### src/hw/rtl/pss_pkg.sv
`default_nettype none
package pss_pkg;

   localparam int MAX_PACKET_BYTES = 65536;
   localparam int COUNTER_WIDTH    = 32;
   localparam int SEQ_HEADER_BYTES = 8;
   localparam int QUEUE_DEPTH      = 4;

   localparam int LEN_W  = 16;
   localparam int SUM_W  = 48;
   localparam int SEQ_W  = 64;
   localparam int OUT_W  = 32;
   localparam int CNT_W  = COUNTER_WIDTH;

   localparam logic [CNT_W-1:0] CNT_MAX = {CNT_W{1'b1}};
   localparam logic [SUM_W-1:0] SUM_MAX = {SUM_W{1'b1}};
   localparam logic [LEN_W-1:0] LEN_MAX = {LEN_W{1'b1}};

   typedef logic [CNT_W-1:0] cnt_type;

   typedef enum logic [1:0] {
      OP_PACKET = 2'b01,
      OP_REPORT = 2'b10
   } op_type;

   typedef struct packed {
      logic              func;
      logic [LEN_W-1:0]  pkt_len;
      logic [SEQ_W-1:0]  seq;
   } req_type;

   typedef struct packed {
      logic [OUT_W-1:0]  packet_count;
      logic [LEN_W-1:0]  min_len;
      logic [LEN_W-1:0]  max_len;
      logic [LEN_W-1:0]  avg_len;
      logic [SUM_W-1:0]  byte_sum;
      logic [OUT_W-1:0]  drop_count;
      logic [OUT_W-1:0]  out_of_order_count;
   } rsp_type;

   typedef struct packed {
      op_type            op;
      logic [LEN_W-1:0]  pkt_len;
      logic [SEQ_W-1:0]  seq;
   } item_type;

   typedef struct packed {
      logic      valid;
      item_type  item;
   } queue_head_type;

endpackage
`default_nettype wire

### src/hw/rtl/pss_front.sv
`default_nettype none
module pss_front
   import pss_pkg::*;
(
   input  wire logic     clock,
   input  wire logic     reset,
   input  wire logic     req_valid,
   output logic          req_stall,
   input  wire req_type  req,
   output logic          push,
   output item_type      push_item,
   input  wire logic     queue_full
);

   logic      slot_valid_ff, slot_valid_in;
   item_type  slot_ff, slot_in;
   logic      accept;
   logic      len_ok;

   assign push      = slot_valid_ff && !queue_full;
   assign push_item = slot_ff;
   assign req_stall = slot_valid_ff && queue_full;
   assign accept    = req_valid && !req_stall;

   assign len_ok = ({16'b0, req.pkt_len} >= 32'(SEQ_HEADER_BYTES)) &&
                   ({16'b0, req.pkt_len} <  32'(MAX_PACKET_BYTES));

   always_comb begin
      slot_valid_in = slot_valid_ff && !push;
      slot_in       = slot_ff;
      if (accept) begin
         // drop packets with a bad length here, they touch no state
         slot_valid_in   = req.func || len_ok;
         slot_in.op      = req.func ? OP_REPORT : OP_PACKET;
         slot_in.pkt_len = req.pkt_len;
         slot_in.seq     = req.seq;
      end
   end

   always_ff @(posedge clock) begin
      if (reset) begin
         slot_valid_ff <= 1'b0;
      end else begin
         slot_valid_ff <= slot_valid_in;
      end
      slot_ff <= slot_in;
   end

endmodule
`default_nettype wire

### src/hw/rtl/pss_queue.sv
`default_nettype none
module pss_queue
   import pss_pkg::*;
(
   input  wire logic            clock,
   input  wire logic            reset,
   input  wire logic            push,
   input  wire item_type        push_item,
   output logic                 full,
   input  wire logic            pop,
   output queue_head_type       head
);

   localparam int PTR_W = $clog2(QUEUE_DEPTH);

   item_type          entry_ff [QUEUE_DEPTH];
   logic [PTR_W-1:0]  wr_ptr_ff, wr_ptr_in;
   logic [PTR_W-1:0]  rd_ptr_ff, rd_ptr_in;
   logic [PTR_W:0]    fill_ff, fill_in;

   assign full       = (fill_ff == (PTR_W+1)'(QUEUE_DEPTH));
   assign head.valid = (fill_ff != '0);
   assign head.item  = entry_ff[rd_ptr_ff];

   always_comb begin
      wr_ptr_in = wr_ptr_ff;
      rd_ptr_in = rd_ptr_ff;
      fill_in   = fill_ff;
      if (push) begin
         wr_ptr_in = (wr_ptr_ff == PTR_W'(QUEUE_DEPTH-1)) ? '0 : wr_ptr_ff + 1'b1;
      end
      if (pop) begin
         rd_ptr_in = (rd_ptr_ff == PTR_W'(QUEUE_DEPTH-1)) ? '0 : rd_ptr_ff + 1'b1;
      end
      if (push && !pop) begin
         fill_in = fill_ff + 1'b1;
      end else if (pop && !push) begin
         fill_in = fill_ff - 1'b1;
      end
   end

   always_ff @(posedge clock) begin
      if (reset) begin
         wr_ptr_ff <= '0;
         rd_ptr_ff <= '0;
         fill_ff   <= '0;
      end else begin
         wr_ptr_ff <= wr_ptr_in;
         rd_ptr_ff <= rd_ptr_in;
         fill_ff   <= fill_in;
      end
      if (push) begin
         entry_ff[wr_ptr_ff] <= push_item;
      end
   end

endmodule
`default_nettype wire

### src/hw/rtl/pss_back.sv
`default_nettype none
module pss_back
   import pss_pkg::*;
(
   input  wire logic            clock,
   input  wire logic            reset,
   input  wire queue_head_type  head,
   output logic                 pop,
   output logic                 rsp_valid,
   input  wire logic            rsp_stall,
   output rsp_type              rsp
);

   localparam int STEP_W = $clog2(LEN_W);

   cnt_type           count_ff, count_in;
   logic [LEN_W-1:0]  min_ff, min_in;
   logic [LEN_W-1:0]  max_ff, max_in;
   logic [SUM_W-1:0]  sum_ff, sum_in;
   logic [SEQ_W-1:0]  head_seq_ff, head_seq_in;
   cnt_type           drop_ff, drop_in;
   cnt_type           ooo_ff, ooo_in;

   logic              rsp_valid_ff, rsp_valid_in;
   rsp_type           rsp_ff, rsp_in;

   logic              busy_ff, busy_in;
   logic [STEP_W-1:0] step_ff, step_in;
   cnt_type           den_ff, den_in;
   cnt_type           rem_ff, rem_in;
   logic [LEN_W-1:0]  quo_ff, quo_in;

   logic              out_free;
   logic [SUM_W:0]    sum_ext;
   logic [SEQ_W-1:0]  gap_m1;
   logic [SEQ_W:0]    drop_ext;
   logic [CNT_W:0]    trial;
   logic              quo_bit;
   logic              avg_sat;

   assign rsp_valid = rsp_valid_ff;
   assign rsp       = rsp_ff;
   assign out_free  = !rsp_valid_ff || !rsp_stall;
   assign pop       = head.valid &&
                      (head.item.op == OP_PACKET || (!busy_ff && out_free));

   assign sum_ext  = {1'b0, sum_ff} + (SUM_W+1)'(head.item.pkt_len);
   // seq - head - 1 without a separate decrement
   assign gap_m1   = head.item.seq + ~head_seq_ff;
   assign drop_ext = (SEQ_W+1)'(drop_ff) + {1'b0, gap_m1};
   assign avg_sat  = (64'(sum_ff[SUM_W-1:LEN_W]) >= 64'(count_ff));

   assign trial   = {rem_ff, quo_ff[LEN_W-1]};
   assign quo_bit = (trial >= {1'b0, den_ff});

   always_comb begin
      count_in     = count_ff;
      min_in       = min_ff;
      max_in       = max_ff;
      sum_in       = sum_ff;
      head_seq_in  = head_seq_ff;
      drop_in      = drop_ff;
      ooo_in       = ooo_ff;
      rsp_valid_in = rsp_valid_ff && rsp_stall;
      rsp_in       = rsp_ff;
      busy_in      = busy_ff;
      step_in      = step_ff;
      den_in       = den_ff;
      rem_in       = rem_ff;
      quo_in       = quo_ff;

      // one restoring step per cycle, quotient shifts in from the bottom
      if (busy_ff) begin
         rem_in  = quo_bit ? CNT_W'(trial - {1'b0, den_ff}) : CNT_W'(trial);
         quo_in  = {quo_ff[LEN_W-2:0], quo_bit};
         step_in = step_ff + 1'b1;
         if (step_ff == STEP_W'(LEN_W-1)) begin
            busy_in        = 1'b0;
            rsp_in.avg_len = {quo_ff[LEN_W-2:0], quo_bit};
            rsp_valid_in   = 1'b1;
         end
      end

      if (pop) begin
         case (head.item.op)
            OP_PACKET: begin
               count_in = (count_ff == CNT_MAX) ? count_ff : count_ff + 1'b1;
               if (head.item.pkt_len > max_ff) max_in = head.item.pkt_len;
               if (head.item.pkt_len < min_ff) min_in = head.item.pkt_len;
               sum_in = sum_ext[SUM_W] ? SUM_MAX : sum_ext[SUM_W-1:0];
               if (head.item.seq == '0) begin
                  head_seq_in = '0;
               end else if (head.item.seq < head_seq_ff) begin
                  ooo_in = (ooo_ff == CNT_MAX) ? ooo_ff : ooo_ff + 1'b1;
                  if (drop_ff != '0) drop_in = drop_ff - 1'b1;
               end else begin
                  // gap of more than one: add the missing words
                  if (head.item.seq - head_seq_ff > 64'd1) begin
                     drop_in = (drop_ext > (SEQ_W+1)'(CNT_MAX)) ? CNT_MAX
                                                                 : CNT_W'(drop_ext);
                  end
                  head_seq_in = head.item.seq;
               end
            end
            OP_REPORT: begin
               rsp_in.packet_count       = OUT_W'(count_ff);
               rsp_in.byte_sum           = sum_ff;
               rsp_in.drop_count         = OUT_W'(drop_ff);
               rsp_in.out_of_order_count = OUT_W'(ooo_ff);
               if (count_ff == '0) begin
                  rsp_in.min_len = '0;
                  rsp_in.max_len = '0;
                  rsp_in.avg_len = '0;
                  rsp_valid_in   = 1'b1;
               end else begin
                  rsp_in.min_len = min_ff;
                  rsp_in.max_len = max_ff;
                  if (avg_sat) begin
                     rsp_in.avg_len = LEN_MAX;
                     rsp_valid_in   = 1'b1;
                  end else begin
                     busy_in = 1'b1;
                     step_in = '0;
                     den_in  = count_ff;
                     rem_in  = CNT_W'(sum_ff[SUM_W-1:LEN_W]);
                     quo_in  = sum_ff[LEN_W-1:0];
                  end
               end
               count_in = '0;
               min_in   = LEN_MAX;
               max_in   = '0;
               sum_in   = '0;
               drop_in  = '0;
               ooo_in   = '0;
            end
            default: begin
               count_in = count_ff;
            end
         endcase
      end
   end

   always_ff @(posedge clock) begin
      if (reset) begin
         count_ff     <= '0;
         min_ff       <= LEN_MAX;
         max_ff       <= '0;
         sum_ff       <= '0;
         head_seq_ff  <= '0;
         drop_ff      <= '0;
         ooo_ff       <= '0;
         rsp_valid_ff <= 1'b0;
         busy_ff      <= 1'b0;
         step_ff      <= '0;
      end else begin
         count_ff     <= count_in;
         min_ff       <= min_in;
         max_ff       <= max_in;
         sum_ff       <= sum_in;
         head_seq_ff  <= head_seq_in;
         drop_ff      <= drop_in;
         ooo_ff       <= ooo_in;
         rsp_valid_ff <= rsp_valid_in;
         busy_ff      <= busy_in;
         step_ff      <= step_in;
      end
      rsp_ff <= rsp_in;
      den_ff <= den_in;
      rem_ff <= rem_in;
      quo_ff <= quo_in;
   end

endmodule
`default_nettype wire

### src/hw/rtl/packet_stream_statistics_core.sv
// Packet words: one per cycle while req_stall is low, through a front slot and
// a 4-entry queue; a packet updates the interval counters when it leaves the queue.
// Report words: the result is registered directly when the interval is empty
// or the average saturates, else it comes from a 16-step divider.
// Packets keep flowing during the divide; a second report waits for it.
// Synchronous active-high reset clears counters, head sequence, front slot, queue and result valid.
`default_nettype none
module packet_stream_statistics_core
   import pss_pkg::*;
(
   input  wire logic     clock,
   input  wire logic     reset,
   input  wire logic     req_valid,
   output logic          req_stall,
   input  wire req_type  req,
   output logic          rsp_valid,
   input  wire logic     rsp_stall,
   output rsp_type       rsp
);

   logic            push;
   item_type        push_item;
   logic            queue_full;
   logic            pop;
   queue_head_type  head;

   pss_front u_front (
      .clock      (clock),
      .reset      (reset),
      .req_valid  (req_valid),
      .req_stall  (req_stall),
      .req        (req),
      .push       (push),
      .push_item  (push_item),
      .queue_full (queue_full)
   );

   pss_queue u_queue (
      .clock     (clock),
      .reset     (reset),
      .push      (push),
      .push_item (push_item),
      .full      (queue_full),
      .pop       (pop),
      .head      (head)
   );

   pss_back u_back (
      .clock     (clock),
      .reset     (reset),
      .head      (head),
      .pop       (pop),
      .rsp_valid (rsp_valid),
      .rsp_stall (rsp_stall),
      .rsp       (rsp)
   );

endmodule
`default_nettype wire

### config.mk
export PLATFORM = sky130hd
export DESIGN_NAME = packet_stream_statistics_core
export DESIGN_NICKNAME = d
export VERILOG_FILES = /design/src/hw/rtl/pss_pkg.sv /design/src/hw/rtl/pss_front.sv /design/src/hw/rtl/pss_queue.sv /design/src/hw/rtl/pss_back.sv /design/src/hw/rtl/packet_stream_statistics_core.sv
export SDC_FILE = /design/constraint.sdc
export NUM_CORES = 2
export LEC_CHECK = 0
export BUFFER_PORTS_ARGS = -buffer_cell sky130_fd_sc_hd__buf_4
export CORE_ASPECT_RATIO = 1.4
export CORE_MARGIN = 2
export CORE_UTILIZATION = 35
export DETAILED_ROUTE_END_ITERATION = 10
export PLACE_DENSITY = 0.53
export SYNTH_ARGS = -nofsm -noshare
export SYNTH_HDL_FRONTEND = slang
export SYNTH_SLANG_ARGS = --single-unit
### constraint.sdc
create_clock -name clock -period 10.3 [get_ports clock]
set_input_delay 1.03 -clock clock [delete_from_list [all_inputs] [get_ports clock]]
set_output_delay 1.03 -clock clock [all_outputs]
set_load 0.005 [all_outputs]
; ---- After elaboration in Yosys (flattened, before gate mapping)
; Memories as Yosys holds them, arrays and structs flattened. A register that Yosys moved wholly into a read port is not among the register bits.
; Cells that the tools add are included.
; W data, S select, Z words.
[word_totals]
wordCells = 167
ff_bits = 608
mem_count = 1
ram_bits = 328
input_bits = 85
out_inout_bits = 194
[op_classes]
n_addsub = 13
bitwise = 3
muxes = 64
n_reduce_logical = 34
n_eq_ne = 17
magnitude_cmp = 8
[memory_table]
columns = name, words, word_bits, rd, rd_ports_with_merged_regs, wr, line_no
row1 = u_queue.entry_ff, 4, 82, 1, 1, 1, pss_queue.sv:16  ; item_type entry_ff [QUEUE_DEPTH];
[ops]
columns = cell, n
row1 = $mux W32, 15
row2 = $mux W128, 2
row3 = $pmux W32 S2, 3
row4 = $mux W16, 11
row5 = $mux W64, 2
row6 = $pmux W48 S2, 1
row7 = $add A32 B64 Y65, 1
row8 = $gt A65 B32 Y1 const B, 1
row9 = $add A32 B1 Y32 const B, 2
row10 = $add A64 B64 Y64, 1
row11 = $eq A32 B32 Y1 const B, 2
row12 = $gt A64 B1 Y1 const B, 1
row13 = $logic_not A64 Y1, 1
row14 = $lt A64 B64 Y1, 1
row15 = $not A64 Y64, 1
row16 = $pmux W16 S2, 2
row17 = $sub A64 B64 Y64, 1
row18 = $add A48 B16 Y49, 1
row19 = $mux W48, 1
row20 = $ge A33 B32 Y1, 1
row21 = $ge A32 B32 Y1, 1
row22 = $logic_not A32 Y1, 1
row23 = $reduce_bool A32 Y1, 1
row24 = $sub A32 B1 Y32 const B, 1
row25 = 29 further kinds, 84

; ---- Depth between registers and ports, before layout
[depth]
word_depth = 9
depth_mapped = 27

; ---- By module
; From an unflattened synthesis, not the netlist that was laid out.
[unflattened]
cells_unflattened = 4388
hier_area_um2 = 48248.8
[by_module_without_submodules]
columns = mod, area_per_inst_um2, instances, seq_area_each_um2, cells_per_inst
row1 = pss_back, 33342.0, 1, 12451.9, 3823
row2 = pss_queue, 12356.9, 1, 10029.6, 472
row3 = pss_front, 2549.9, 1, 2482.4, 93

; ---- Least setup slack after synthesis
; No wires, ideal clock.
[synth_path]
path_type = register to register
startpoint = reg (tool-made name)
endpoint = reg u_back.rsp_ff, in the netlist u_back.rsp[118]
path_slack_ns = 2.128
path_stages_with_launch = 15
t_arrival_ns = 8.097
synth_period_minus_slack_ns = 8.172
cell_sequence = dfxtp_1 clkbuf_1 buf_1 clkbuf_1 mux4_2 inv_1 ha_1 clkbuf_1 o21ai_1 or2_2 clkbuf_1 inv_1 nand2_1 clkbuf_1 a31oi_1
[synth_rtl]
columns = element, line_no
row1 = end signal: assignment, pss_back.sv:167  ; rsp_ff <= rsp_in;
row2 = end: declaration, pss_back.sv:25  ; rsp_type rsp_ff, rsp_in;

==> summary.md <==
| Metric | Value |
|---|---|
| Outcome | `completed` |
| Max Cap Viol | `0` |
| Starting Density | `35.2%` |
| Antenna-violating nets left | `0` |
| Final WL | `153,000 um` |
| Post-layout min period | `7.99 ns` |
| Most common cell after layout, fill and taps aside | `edfxtp_1` |
| Ys flop type | `edfxtp_1` |
| R2r worst-path depth | `23` |
| Lkg Pwr | `0.0199 uW` |
| Area delta synth->final | `14.8%` |
| RSZ-0062 raised after global routing | `no` |
| Power density over the cells | `353 nW/um^2` |
| Arrival @ worst endpoint | `8.61 ns` |
| Routed vias/inst | `5.40` |
| Syn Nets | `4,798` |
| Drt drc | `0` |
| Most frequent cells in the layout | `edfxtp_1, nor2_1, nand2_1, buf_4, dfxtp_1` |
| Post-synthesis sequential area ratio | `51.7%` |
| Setup Fix Bufs, Post-CTS | `0` |
| CTS tree | `yes` |
| Clock Path Buffers | `3` |
| Syn Area/Cell | `10.8 um^2` |
| Dpl ws | `2.25 ns` |
| Crit path to | `u_back.drop_ff[30]$_SDFFE_PP0P_` |
| Final setup fails | `0` |
| Share of post-route cells with drive strength above 1 | `14.3%` |
| Num CTS Buffers | `97` |
| Unique masters post-synth | `121` |
| Worst-Skew Late Latency | `0.73 ns` |
| Highest Signal Layer | `met4` |
| Die footprint | `141,000 um^2` |
| Routability cong. | `0.957` |
| Largest net degree at the start of global routing | `83` |
| Die Y | `444 um` |
| Post-synth EDFFs | `618` |
| Pre-antenna DRT Iters | `6` |
| Ys async rst share | `0%` |
| Cts repair resizes | `0` |
| Met2 wire len | `79,900 um` |
| Syn Inst Count | `4,482` |
| Reg-to-reg critical path endpoint | `u_back.drop_ff[30]$_SDFFE_PP0P_` |
| R2R Setup Slk | `2.31 ns` |
| Peak supply drop | `0.177 mV` |
| First-pass GRT wire length | `228,000 um` |
| Worst-Margin Slew | `1.27 ns` |
| Fin cells | `6,598` |
| Initial antenna violation count | `2` |
| Delay of the slowest cell on the worst path | `0.78 ns` |
| Crit Path Max Fanout | `39` |
| Core area | `137,000 um^2` |
| Placed instance count | `6,414` |
| Fmax | `0.125 GHz` |
| Register clock-pin slew on the reported worst setup and hold paths | `0.06 ns` |
| Drt first-iter violations | `2,532` |
| Placed wire-length estimate | `117,000 um` |
| Netlist Area Pre-Place | `48,300 um^2` |
| Clock root buffer | `clkbuf_16` |
| CP Cell Sequence | `buf_12 -> mux4_2 -> ha_1 -> a21oi_1 -> o21ai_0 -> a21oi_1 -> o221ai_2 -> a21oi_1 -> xnor2_1 -> ha_1 -> a21o_1 -> a21oi_1 -> nand2b_1 -> a2111o_1 -> nand4bb_4 -> nor2_1 -> a2111o_1 -> a22oi_1 -> nand4_2 -> nor4_4 -> buf_4 -> nand2_1 -> a32o_1` |
| FF+latch count, synth | `938` |
| Worst setup SP type | `flip-flop` |
| I/O Buffers | `278` |
| Total GRT Usage | `21.3%` |
| Max stage delay cell, worst path | `dfxtp_4` |
| Chip width | `318 um` |
| CP Class | `flip-flop to flip-flop` |
| Clk sinks | `938` |
| Met3 Routed Length | `5100 um` |
| M1 wire length | `60,500 um` |
| Fin. Hold Viols | `0` |
| Final Power | `19,600 uW` |
| Vias | `35,700` |
| Layout Nets | `5,036` |
| IO Pins | `279` |
| Vias in the first global route | `35,700` |
| Routed WL per cell | `23.2 um` |
| H-tree levels | `3` |
| Clock Skew | `0.0270 ns` |
| Max-slew headroom | `14.8%` |
| Critical path's most frequent cell | `a21oi_1` |
| Placement Rows | `161` |
| Setup TNS | `0 ns` |
| Hold Crit Class | `primary input to flip-flop` |
| Worst EP required | `10.91 ns` |
| GR Overflow Total | `0` |
| Hold Buf Count CTS | `0` |
| Final worst slack | `2.31 ns` |
| CP Capture Type | `flip-flop` |
| Period Utilization, post-route | `77.6%` |
| Synthesis Warnings | `0` |
| Slew Viols, Final | `0` |
## metrics by stage
step	hold WS (ns)	util (%)	cell area (um^2)
after global routing	0.437	40.4	55500
after detailed placement	0.460	38.1	52200
after CTS	0.403	40.4	55500
after floorplan	0.431	-	48300
final	0.474	40.4	55500
after global placement	0.451	38.1	52200
## cell families (layout without fill, tap and decap cells)
| group | Yosys count | in the layout | synth area share, % |
|---|---|---|---|
| buf+inv | 426 | 748 | 3.72 |
| simple gates | 1488 | 1488 | 15.3 |
| xor+xnor | 245 | 245 | 4.46 |
| flops | 938 | 938 | 51.7 |
| other cells | 0 | 1 | 0 |
| fa+ha+maj | 231 | 231 | 6.08 |
| compound gates | 1018 | 1018 | 13.8 |
| mux | 136 | 136 | 4.96 |
## critical path, delay by kind of cell (launching register included)
family                   cells  cell delay, ns
AND/OR/NAND/NOR              6            0.99
flip-flops                   1            0.78
XOR/XNOR                     1            0.44
adder cells (fa/ha/maj)      2            1.01
AO/OA/AOI/OAI               11            3.16
multiplexers                 1            0.62
buffers and inverters        2            0.76
## report_power, final
| group | switching (uW) | internal (uW) | leakage (uW) |
|---|---|---|---|
| Clock | 1560 | 2040 | 0.00159 |
| Sequential | 470 | 4700 | 0.00837 |
| Combinational | 6980 | 3830 | 0.00998 |
| Total | 9000 | 10600 | 0.0199 |
## sequential cells by signal, summed over array words and instances, names as in the netlist, 32 cells and up, named ones only
signal,count
u_back.rsp,192
u_back.sum_ff,48
u_back.rem_ff,32
u_back.count_ff,32
u_back.head_seq_ff,64
u_back.den_ff,32
u_back.ooo_ff,32
u_queue.entry_ff,328
u_front.push_item,82
u_back.drop_ff,32
## cell usage after synthesis (28+ instances only)
| cell | count | area [um^2] |
|---|---|---|
| nor4_1 | 54 | 338 |
| or3_1 | 46 | 288 |
| and3_1 | 40 | 250 |
| mux2i_1 | 50 | 500 |
| ha_1 | 225 | 2820 |
| a211oi_1 | 36 | 270 |
| inv_1 | 240 | 901 |
| o21ai_1 | 28 | 140 |
| clkbuf_1 | 105 | 394 |
| a21oi_1 | 317 | 1590 |
| o21bai_1 | 35 | 263 |
| nor2b_1 | 34 | 213 |
| o21ai_0 | 211 | 1060 |
| nor3_1 | 91 | 455 |
| and2_1 | 33 | 206 |
| dfxtp_1 | 320 | 6410 |
| a32o_1 | 32 | 320 |
| nand4_1 | 102 | 638 |
| a31oi_1 | 50 | 313 |
| xnor2_1 | 161 | 1410 |
| nand3_1 | 76 | 380 |
| buf_2 | 34 | 170 |
| xor2_1 | 83 | 727 |
| a21o_1 | 71 | 533 |
| nand2b_1 | 36 | 225 |
| nor2_1 | 464 | 1740 |
| edfxtp_1 | 618 | 18600 |
| nand2_1 | 384 | 1440 |
| nor3b_1 | 29 | 218 |
| mux4_2 | 82 | 1850 |
## worst min-delay path by stage
stage / from / endpoint / slack (ns) / depth (start not counted)
after floorplan: u_back.ooo_ff[28]$_SDFFE_PP0P_ / u_back.rsp[28]$_DFFE_PP_ / 0.43 / 0
after global placement: u_back.ooo_ff[28]$_SDFFE_PP0P_ / u_back.rsp[28]$_DFFE_PP_ / 0.45 / 0
after detailed placement: u_back.ooo_ff[22]$_SDFFE_PP0P_ / u_back.rsp[22]$_DFFE_PP_ / 0.46 / 0
after CTS: req[6] / u_front.push_item[6]$_DFFE_PP_ / 0.40 / 1
after global routing: req[7] / u_front.push_item[7]$_DFFE_PP_ / 0.44 / 1
final: req[6] / u_front.push_item[6]$_DFFE_PP_ / 0.47 / 1
## area by class of cell
class	instances	area, um^2
tap	1793	2240
sequential	938	25000
antenna	1	2.50
clock inverter	57	624
multi-input combinational	3118	21600
timing repair buffer	324	2440
fill	13200	81700
clock buffer	126	2650
inverter	241	912
## routing by layer
metal	vias up	global-route usage [%]
met3	255	2.36
li1	17100	-
met1	17500	24.2
met2	820	39.4
met4	0	10.7
met5	-	0
No activity file was read; power rests on OpenSTA's default activity.
